==> src/design/nearest_neighbor_image_scaler_core_defines.svh <==
// ----------------------------------------------------------------------------
// Scaler assertion macros
// Shared assertion wrappers, clocked on clk_i.
// ----------------------------------------------------------------------------
`ifndef NEAREST_NEIGHBOR_IMAGE_SCALER_CORE_DEFINES_SVH
`define NEAREST_NEIGHBOR_IMAGE_SCALER_CORE_DEFINES_SVH

// checked out of reset only
`define NNIS_ASSERT(lbl, prop, msg) \
  lbl: assert property (@(posedge clk_i) disable iff (!rst_ni) (prop)) else $error(msg);

// checked during reset as well
`define NNIS_ASSERT_ALWAYS(lbl, prop, msg) \
  lbl: assert property (@(posedge clk_i) (prop)) else $error(msg);

`endif

==> src/design/nnis_fifo.sv <==
// ----------------------------------------------------------------------------
// Scaler word queue
// Small first-in first-out buffer between the scaler stages.
// ----------------------------------------------------------------------------
module nnis_fifo #(
  parameter int unsigned WIDTH = 8,
  parameter int unsigned DEPTH = 2
) (
  input  logic             clk_i,
  input  logic             rst_ni,
  input  logic             push_i,
  input  logic [WIDTH-1:0] data_i,
  output logic             full_o,
  input  logic             pop_i,
  output logic [WIDTH-1:0] data_o,
  output logic             empty_o
);

  localparam int unsigned PTR_W = (DEPTH > 1) ? $clog2(DEPTH) : 1;
  localparam int unsigned CNT_W = $clog2(DEPTH + 1);

  logic [WIDTH-1:0] mem_q [DEPTH];
  logic [PTR_W-1:0] wr_ptr_q, wr_ptr_d, rd_ptr_q, rd_ptr_d;
  logic [CNT_W-1:0] cnt_q, cnt_d;
  logic             do_push, do_pop;

  assign full_o  = (cnt_q == CNT_W'(DEPTH));
  assign empty_o = (cnt_q == '0);
  assign do_push = push_i && !full_o;
  assign do_pop  = pop_i && !empty_o;
  assign data_o  = mem_q[rd_ptr_q];

  always_comb begin
    wr_ptr_d = wr_ptr_q;
    rd_ptr_d = rd_ptr_q;
    cnt_d    = cnt_q;
    if (do_push) begin
      wr_ptr_d = (wr_ptr_q == PTR_W'(DEPTH - 1)) ? '0 : wr_ptr_q + 1'b1;
    end
    if (do_pop) begin
      rd_ptr_d = (rd_ptr_q == PTR_W'(DEPTH - 1)) ? '0 : rd_ptr_q + 1'b1;
    end
    if (do_push && !do_pop) begin
      cnt_d = cnt_q + 1'b1;
    end else if (do_pop && !do_push) begin
      cnt_d = cnt_q - 1'b1;
    end
  end

  always_ff @(posedge clk_i or negedge rst_ni) begin
    if (!rst_ni) begin
      wr_ptr_q <= '0;
      rd_ptr_q <= '0;
      cnt_q    <= '0;
    end else begin
      wr_ptr_q <= wr_ptr_d;
      rd_ptr_q <= rd_ptr_d;
      cnt_q    <= cnt_d;
    end
  end

  always_ff @(posedge clk_i) begin
    if (do_push) begin
      mem_q[wr_ptr_q] <= data_i;
    end
  end

endmodule

==> config.mk <==
export PLATFORM = sky130hd
export DESIGN_NAME = nnis_fifo
export DESIGN_NICKNAME = d
export VERILOG_FILES = /design/src/design/nearest_neighbor_image_scaler_core_defines.svh /design/src/design/nnis_fifo.sv
export SDC_FILE = /design/constraint.sdc
export NUM_CORES = 1
export LEC_CHECK = 0
export BUFFER_PORTS_ARGS = -buffer_cell sky130_fd_sc_hd__buf_2
export CORE_UTILIZATION = 45
export DETAILED_ROUTE_END_ITERATION = 12
export PLACE_DENSITY = 0.7
export SLEW_MARGIN = 20
export SYNTH_ARGS = -nofsm -noshare
export SYNTH_HDL_FRONTEND = slang
export SYNTH_SLANG_ARGS = --single-unit
==> constraint.sdc <==
create_clock -name clk_i -period 2.4 [get_ports clk_i]
set_input_delay 0.12 -clock clk_i [delete_from_list [all_inputs] [get_ports clk_i]]
set_output_delay 0.12 -clock clk_i [all_outputs]
set_load 0.1 [all_outputs]
==> impl_metrics.py <==
metrics = {
    "logic_synthesis": {
        "ys_top_cells_by_count": "edfxtp_1, mux2_1, dfrtp_1",
        "synthArstFlopShare_pct": 20.0,
        "synth_flop_cell": "edfxtp_1",
        "synth_top_cell_area_share_pct": 61.4,
        "ys_ff_latch": 20,
        "ys_warn_count": 0,
        "synth_top_area_cell": "edfxtp_1",
        "synth_area_leaders": "edfxtp_1, dfrtp_1, mux2_1",
        "synth_cell_type_count": 15,
        "synth_edf_count": 16,
        "syn_avg_cell_area_um2": 17.8,
        "ys_seq_area_share_pct": 74.2,
        "netlist_instances": 44,
        "syn-cell-area_um2": 782,
        "synth_nets": 57,
        "yosysMostFrequentCell": "edfxtp_1",
    },
    "timing": {
        "rsz0062_at_grt": "no",
        "setup_viol": 0,
        "hold_slack_ns": 0.121,
        "fin_skew_ns": 0.00350,
        "final.setup.tns_ns": 0,
        "fmax_ghz": 0.592,
        "period_needed_ns": 1.69,
        "tightest_slew_ns": 0.673,
        "finalHoldViolCount": 0,
        "slew_headroom_pct": 55.0,
        "post-route-period-util_pct": 70.4,
        "maxSlewViolCount": 0,
    },
    "grt": {
        "track_usage_pct": 15.2,
        "grt_max_degree": 12,
        "antenna_found_initial": 0,
        "grt_pass1_wl_um": 1920,
        "grt_remaining_overflow": 0,
        "grt_pass1_vias": 445,
    },
    "clock_tree": {
        "htree_levels": 1,
        "clock_sinks": 20,
        "cts_buffer_depth": 2,
        "cts_tree": "yes",
        "cts_resized": 0,
        "clk_latency_ns": 0.29,
        "cts_buffers": 3,
        "cts-root-buf": "clkbuf_4",
        "path_clk_slew_ns": 0.11,
    },
    "route": {
        "drt_iter0_drc": 3,
        "drtAntennaViolNets": 0,
        "drtPass1Iterations": 2,
        "via_per_inst": 5.05,
        "routed_wl_um": 1240,
        "wl_per_cell_um": 13.3,
        "drc": 0,
        "num_vias": 470,
    },
    "finish": {
        "antenna_cells": 0,
        "fillers": 108,
        "utilization_pct": 66.0,
        "drive_gt1_share_pct": 37.7,
        "area_growth_pct": 31.5,
        "layout.nets": 91,
    },
    "critical_path": {
        "setup.worst_path.end_class": "primary output",
        "reg2reg_depth": 3,
        "start_kind": "flip-flop",
        "critical_path_class": "reg -> out",
        "critPathMaxFanout": 9,
        "r2r_end": "mem_q[0][5]",
        "critPathLaunch": "rd_ptr_q",
        "r2r_slack_ns": 0.79,
        "crit_arrival_ns": 1.57,
        "rr_startpoint": "cnt_q[0]",
        "required_ns": 2.28,
        "worstSetupEndpoint": "data_o[2]",
    },
    "floorplan": {
        "fp.dieH_um": 43.7,
        "core_area_um2": 1560,
        "core.rowCount": 14,
        "start_util_pct": 50.2,
        "dieWidth_um": 43.7,
        "ioPinCount": 22,
        "dieArea_um2": 1910,
    },
    "run": {
        "max_cap_viol_count": 0,
    },
    "place": {
        "port_buffers": 21,
        "dpl.hpwl_um": 806,
        "place.gp.congestion": 0.649,
    },
    "run_status": {
        "status": "finished, final reports clean",
    },
    "min_path": {
        "min-delay-path-class": "in -> reg",
    },
}
==> layer usage <==
metal / vias up / track usage (%) / share of wire (%)
met3: 2 / 5.00 / 2.2
li1: 227 / - / -
met1: 233 / 17.4 / 43
met5: - / 0 / 0
met4: 0 / 11.3 / 0.81
met2: 8 / 23.6 / 54
==> cells by family after synthesis <==
logic type	Yosys count	share of synthesized area, %
buf+inv	3	1.60
flops	20	74.2
simple gates	6	3.84
fa+ha+maj	1	1.60
mux	8	11.5
xor+xnor	5	6.56
compound gates	1	0.639
==> sequential cells by signal (all words and copies together), names as in the netlist <==
signal    cells
mem_q        16
cnt_q         2
rd_ptr_q      1
wr_ptr_q      1
==> placed cells by master, fill, tap and decap left out <==
master	instances
nor2_1	3
clkbuf_8	1
and3_1	1
buf_2	21
nand2_2	1
mux2_1	6
dlygate4sd3_1	9
clkbuf_4	3
dfrtp_1	4
ha_1	1
xnor2_1	2
edfxtp_1	16
xor2_1	2
nand2b_1	1
mux2_2	2
xnor2_2	1
o21ai_1	1
inv_1	2
==> per-stage QoR <==
step / area (um2) / setup slack, ns / instances
global route: 1030 / 0.608 / 93
floorplan: 782 / 0.607 / 44
CTS: 958 / 0.681 / 86
finish: 1030 / 0.711 / 93
global placement: 902 / 0.881 / 80
detailed placement: 902 / 0.804 / 80
==> repair_timing <==
item	CTS	global route
hold buffers	2	7
buffers inserted	0	0
endpoints found under the hold margin	6	14
==> layout make-up <==
type,count,area [um2],area share [%]
sequential,20,581,56.4
timing repair buffer,30,195,19.0
multi-input combinational,21,189,18.4
clock buffer,4,36.3,3.53
tap,16,20.0,1.95
inverter,2,7.51,0.730
==> critical path, cell delays in order, from the launching register on <==
cell and delay [ns]:
dfrtp_1 0.59, mux2_2 0.39, buf_2 0.29
==> worst min-delay path by stage <==
stage                             end  slack, ns  cells past startpoint  startpoint
final                        wr_ptr_q       0.12                      3      push_i
after global routing         wr_ptr_q       0.11                      3      push_i
after CTS                 mem_q[0][2]      0.001                      1   data_i[2]
after detailed placement     rd_ptr_q      -0.07                      1      rst_ni
after global placement       rd_ptr_q      -0.07                      1      rst_ni
after floorplan              cnt_q[0]      -0.18                      0      rst_ni
Power is not shown: default switching activity piles up to over one toggle a cycle in this logic, so the estimate is an artifact.
