--- src/design/nearest_neighbor_image_scaler_core_defines.svh ---
// ----------------------------------------------------------------------------
// Scaler assertion macros
// Shared assertion wrappers, clocked on clk_i.
// ----------------------------------------------------------------------------
`ifndef NEAREST_NEIGHBOR_IMAGE_SCALER_CORE_DEFINES_SVH
`define NEAREST_NEIGHBOR_IMAGE_SCALER_CORE_DEFINES_SVH

// checked out of reset only
`define NNIS_ASSERT(lbl, prop, msg) \
  lbl: assert property (@(posedge clk_i) disable iff (!rst_ni) (prop)) else $error(msg);

// checked during reset as well
`define NNIS_ASSERT_ALWAYS(lbl, prop, msg) \
  lbl: assert property (@(posedge clk_i) (prop)) else $error(msg);

`endif

--- src/design/nnis_pkg.sv ---
// ----------------------------------------------------------------------------
// Scaler package
// Field widths, register indexes, reset values and shared types.
// ----------------------------------------------------------------------------
package nnis_pkg;

  localparam int unsigned CFG_W     = 11;
  localparam int unsigned CFG_IDX_W = 2;
  localparam int unsigned PIX_W     = 8;

  localparam logic [CFG_IDX_W-1:0] REG_SRC_W = 2'd0;
  localparam logic [CFG_IDX_W-1:0] REG_SRC_H = 2'd1;
  localparam logic [CFG_IDX_W-1:0] REG_DST_W = 2'd2;
  localparam logic [CFG_IDX_W-1:0] REG_DST_H = 2'd3;

  localparam logic [CFG_W-1:0] RST_SRC_W = 11'd640;
  localparam logic [CFG_W-1:0] RST_SRC_H = 11'd480;
  localparam logic [CFG_W-1:0] RST_DST_W = 11'd640;
  localparam logic [CFG_W-1:0] RST_DST_H = 11'd480;

  localparam logic KIND_LOAD = 1'b0;
  localparam logic KIND_EMIT = 1'b1;

  // effective frame sizes, always 1 .. max
  typedef struct packed {
    logic [CFG_W-1:0] src_w;
    logic [CFG_W-1:0] src_h;
    logic [CFG_W-1:0] dst_w;
    logic [CFG_W-1:0] dst_h;
  } nnis_size_t;

endpackage

--- src/design/nnis_front.sv ---
// ----------------------------------------------------------------------------
// Scaler front end
// Accepts words, keeps the load and emit raster counters, tags each word
// with its coordinates and queues it for the back end.
// ----------------------------------------------------------------------------
module nnis_front #(
  parameter int unsigned MAX_WIDTH  = 1024,
  parameter int unsigned MAX_HEIGHT = 1024,
  localparam int unsigned CW    = $clog2(MAX_WIDTH),
  localparam int unsigned RW    = $clog2(MAX_HEIGHT),
  localparam int unsigned CMD_W = 2 + nnis_pkg::PIX_W + CW + RW
) (
  input  logic                       clk_i,
  input  logic                       rst_ni,
  input  logic                       push_i,
  input  logic                       kind_i,
  input  logic [nnis_pkg::PIX_W-1:0] pixel_in_i,
  input  nnis_pkg::nnis_size_t       size_i,
  input  logic                       cmd_full_i,
  output logic                       cmd_push_o,
  output logic [CMD_W-1:0]           cmd_o
);

  import nnis_pkg::*;

  logic [CW-1:0] ld_col_q, ld_col_d, em_col_q, em_col_d;
  logic [RW-1:0] ld_row_q, ld_row_d, em_row_q, em_row_d;
  logic          accept, ld_col_end, ld_row_end, em_col_end, em_row_end, last;

  assign accept     = push_i && !cmd_full_i;
  assign cmd_push_o = accept;

  assign ld_col_end = (32'(ld_col_q) + 32'd1 >= 32'(size_i.src_w));
  assign ld_row_end = (32'(ld_row_q) + 32'd1 >= 32'(size_i.src_h));
  assign em_col_end = (32'(em_col_q) + 32'd1 >= 32'(size_i.dst_w));
  assign em_row_end = (32'(em_row_q) + 32'd1 >= 32'(size_i.dst_h));
  assign last       = em_col_end && em_row_end;

  assign cmd_o = (kind_i == KIND_LOAD) ? {kind_i, pixel_in_i, ld_col_q, ld_row_q, 1'b0}
                                       : {kind_i, pixel_in_i, em_col_q, em_row_q, last};

  always_comb begin
    ld_col_d = ld_col_q;
    ld_row_d = ld_row_q;
    em_col_d = em_col_q;
    em_row_d = em_row_q;
    if (accept) begin
      if (kind_i == KIND_LOAD) begin
        ld_col_d = ld_col_end ? '0 : ld_col_q + 1'b1;
        if (ld_col_end) begin
          ld_row_d = ld_row_end ? '0 : ld_row_q + 1'b1;
        end
      end else begin
        em_col_d = em_col_end ? '0 : em_col_q + 1'b1;
        if (em_col_end) begin
          em_row_d = em_row_end ? '0 : em_row_q + 1'b1;
        end
      end
    end
  end

  always_ff @(posedge clk_i or negedge rst_ni) begin
    if (!rst_ni) begin
      ld_col_q <= '0;
      ld_row_q <= '0;
      em_col_q <= '0;
      em_row_q <= '0;
    end else begin
      ld_col_q <= ld_col_d;
      ld_row_q <= ld_row_d;
      em_col_q <= em_col_d;
      em_row_q <= em_row_d;
    end
  end

endmodule

--- config.mk ---
export PLATFORM = sky130hd
export DESIGN_NAME = nnis_front
export DESIGN_NICKNAME = d
export VERILOG_FILES = /design/src/design/nearest_neighbor_image_scaler_core_defines.svh /design/src/design/nnis_pkg.sv /design/src/design/nnis_front.sv
export SDC_FILE = /design/constraint.sdc
export NUM_CORES = 1
export LEC_CHECK = 0
export ABC_AREA = 1
export BUFFER_PORTS_ARGS = -buffer_cell sky130_fd_sc_hd__buf_2
export CORE_MARGIN = 2
export CORE_UTILIZATION = 60
export CTS_CLUSTER_SIZE = 24
export DETAILED_ROUTE_END_ITERATION = 16
export PLACE_DENSITY = 0.88
export SYNTH_ARGS = -nofsm -noshare
export SYNTH_HDL_FRONTEND = slang
export SYNTH_SLANG_ARGS = --single-unit
--- constraint.sdc ---
create_clock -name clk_i -period 3.95 [get_ports clk_i]
set_input_delay 0.1975 -clock clk_i [delete_from_list [all_inputs] [get_ports clk_i]]
set_output_delay 0.1975 -clock clk_i [all_outputs]
set_load 0.01 [all_outputs]
==> reports/metrics.cfg <==
[status]
status=finished clean

[final_layout]
n_fill_cell=620
diodes=0
multiInputGateArea_sq_um=2520
drive_above_1_share=0.1443
nNetsFinal=819
final_common_cell=nand2_1
final_cell_mix=261 x nand2_1, 119 x inv_1, 71 x buf_2, 64 x nor2_1, 48 x ha_1
area.growth.synth_to_final_pct=10.57
regArea_sq_um=1001

[floorplanning]
floorplan.die_area_sq_um=7482
die_x_um=86.50
die_h_um=86.50
io_pins=88
core_sq_um=6681
start_util=0.6112
rows=30

[synth]
yosysWarningCount=0
synth_seq_cells=40
yosysTopAreaCellShare=0.2451
syn_nets=757
synthArstFlopShare=1.000
synthFlopType=dfrtp_1
avgSynthCellArea_sq_um=6.264
syn_inst=652
synth_edf_count=0
yosysTopAreaCell=dfrtp_1
synthDistinctLibCells=35
synthTopCellsByArea=dfrtp_1 25%, nand2_1 24%, ha_1 15%
syn_area_sq_um=4084
ys_seq_area_frac=0.2451

[cts]
cts.clk_slew.worst_paths_ns=0.08
cts-root-buf=clkbuf_8
clock-sinks=40
post_cts_buffers=0
cts_hold_buf=0
cts_tree=built
clk_latency_ns=0.29
cts_made_buffers=5
post_cts_resized=0
htree_levels=2
cts_max_path_buffers=2

[global_routing]
grt_use_total=0.2512
overflow=0
grt_pass1_vias=3684
grt_max_degree=41
grt_pass1_wl_mm=15.54
antenna_found_initial=0

[sta]
finalSetupTns_ns=0
fin_crit_sh=0.7853
worst_slew_pin_slew_ns=0.8935
slew_viol_final=0
relSlewSlack=0.4043
fin_crit_ns=3.102
hold_violations=0
fin_skew_ns=0.003816
setup_viol=0
rsz0062_at_grt=no
layout_setup_ws_ns=0.8482
fin_hold_ws_ns=0.02084
max_freq_mhz=322.4

[power_and_ir_drop]
power_leakage_nw=2.967
ir_worst_vdd_mv=0.1850
p_per_area_nw_per_um2=246.3
total_power_w=0.001112

[worst_setup_path]
worstPathRequired_ns=3.75
path_class=reg -> out
reg2reg_slack_ns=1.31
crit_fanout=11
worstSetupEndpointType=output pin
worstPathArrival_ns=2.90
critical_path.startpoint_type=flip-flop

[drt]
wl_met3_um=331
routed_via_density=5.021
ant_nets=0
routed.top_layer=met4
drc_errors=0
drtIter0Drc=204
drt-total-wl_mm=9.078
dr_total_vias=3987
routedWlPerCell_um=11.43
drt-met1-wl_mm=4.035
dr.pass1.iters=5
dr_wl_met2_mm=4.576

[place]
place_ws_ns=1.209
dp_hpwl_mm=7.375
place.gp.congestion=0.9302
portBuffers=71

[run]
drv_cap=0

[hold_path]
hold_path_class=in -> async

-- stage by stage --
stage / std cells / cell area [sq um] / util
5_1_grt: 794 / 4516 / 0.6758
4_1_cts: 794 / 4516 / 0.6758
2_1_floorplan: 652 / 4084 / -
3_3_place_gp: 787 / 4438 / 0.6642
3_5_place_dp: 787 / 4438 / 0.6642
6_report: 794 / 4516 / 0.6758
-- where the power goes --
group	switching, W	internal [W]	leakage (nW)
sequential	0.0000546	0.000445	0.550
combinational	0.000208	0.000142	2.38
clock	0.000143	0.000120	0.0410
total	0.000405	0.000707	2.97
-- per-layer routing --
layer | vias to the layer above | track usage
li1 | 2078 | -
met1 | 1794 | 0.3217
met2 | 100 | 0.4476
met3 | 15 | 0.02095
met4 | 0 | 0.07955
met5 | - | 0
-- kinds of logic after synthesis --
group,Yosys count,share of synthesized area
and+or+nand+nor,370,0.3765
buffers and inverters,139,0.1379
adders and majority gates,48,0.1471
DFF,40,0.2451
AOI/OAI and AO/OA,39,0.05913
xor gates and xnor gates,16,0.03432
-- final timing paths --
path                       cells past startpoint           from     endpoint
setup / recovery                              15    em_row_q[0]     cmd_o[0]
hold / removal                                 1         rst_ni  ld_col_q[8]
setup reg to reg                              14    em_col_q[0]  em_col_q[4]
hold reg to reg                                2    ld_col_q[9]  ld_col_q[9]
max in group asynchronous                      1         rst_ni  ld_row_q[7]
min in group clk_i                             0  pixel_in_i[7]    cmd_o[28]
-- cell usage after synthesis (all sizes together), types with 2 or more instances --
cell type and count:
nor2 71, inv 123, a21oi 12, nand4 6, nor3 4, o21ai 22
ha 48, dfrtp 40, xor2 14, a21boi 2, nand2 267, buf 15
xnor2 2, nand3 19
-- worst max-delay path, cell delays in order, from the launching register on --
cell	delay, ns
dfrtp_1	0.46
ha_1	0.21
nand2_1	0.11
nor2_4	0.15
nand4_1	0.12
nand2_1	0.12
inv_1	0.06
ha_1	0.30
inv_1	0.05
nor2_1	0.18
nand2_1	0.09
a21boi_0	0.14
nand2_1	0.32
nand2_1	0.09
nor2_1	0.09
buf_2	0.14
-- cell type report --
cell class,instances,share of cell area
Clock buffer,6,0.01607
Clock inverter,1,0.001108
Inverter,123,0.1022
Multi-Input combinational cell,473,0.5581
Sequential cell,40,0.2217
Tap cell,80,0.02217
Timing Repair Buffer,71,0.07869
-- flip-flops by register name, indices dropped and copies added (netlist names) --
| register | flops |
|---|---|
| ld_row_q | 10 |
| em_col_q | 10 |
| em_row_q | 10 |
| ld_col_q | 10 |
(Power assumes the default switching activity.)
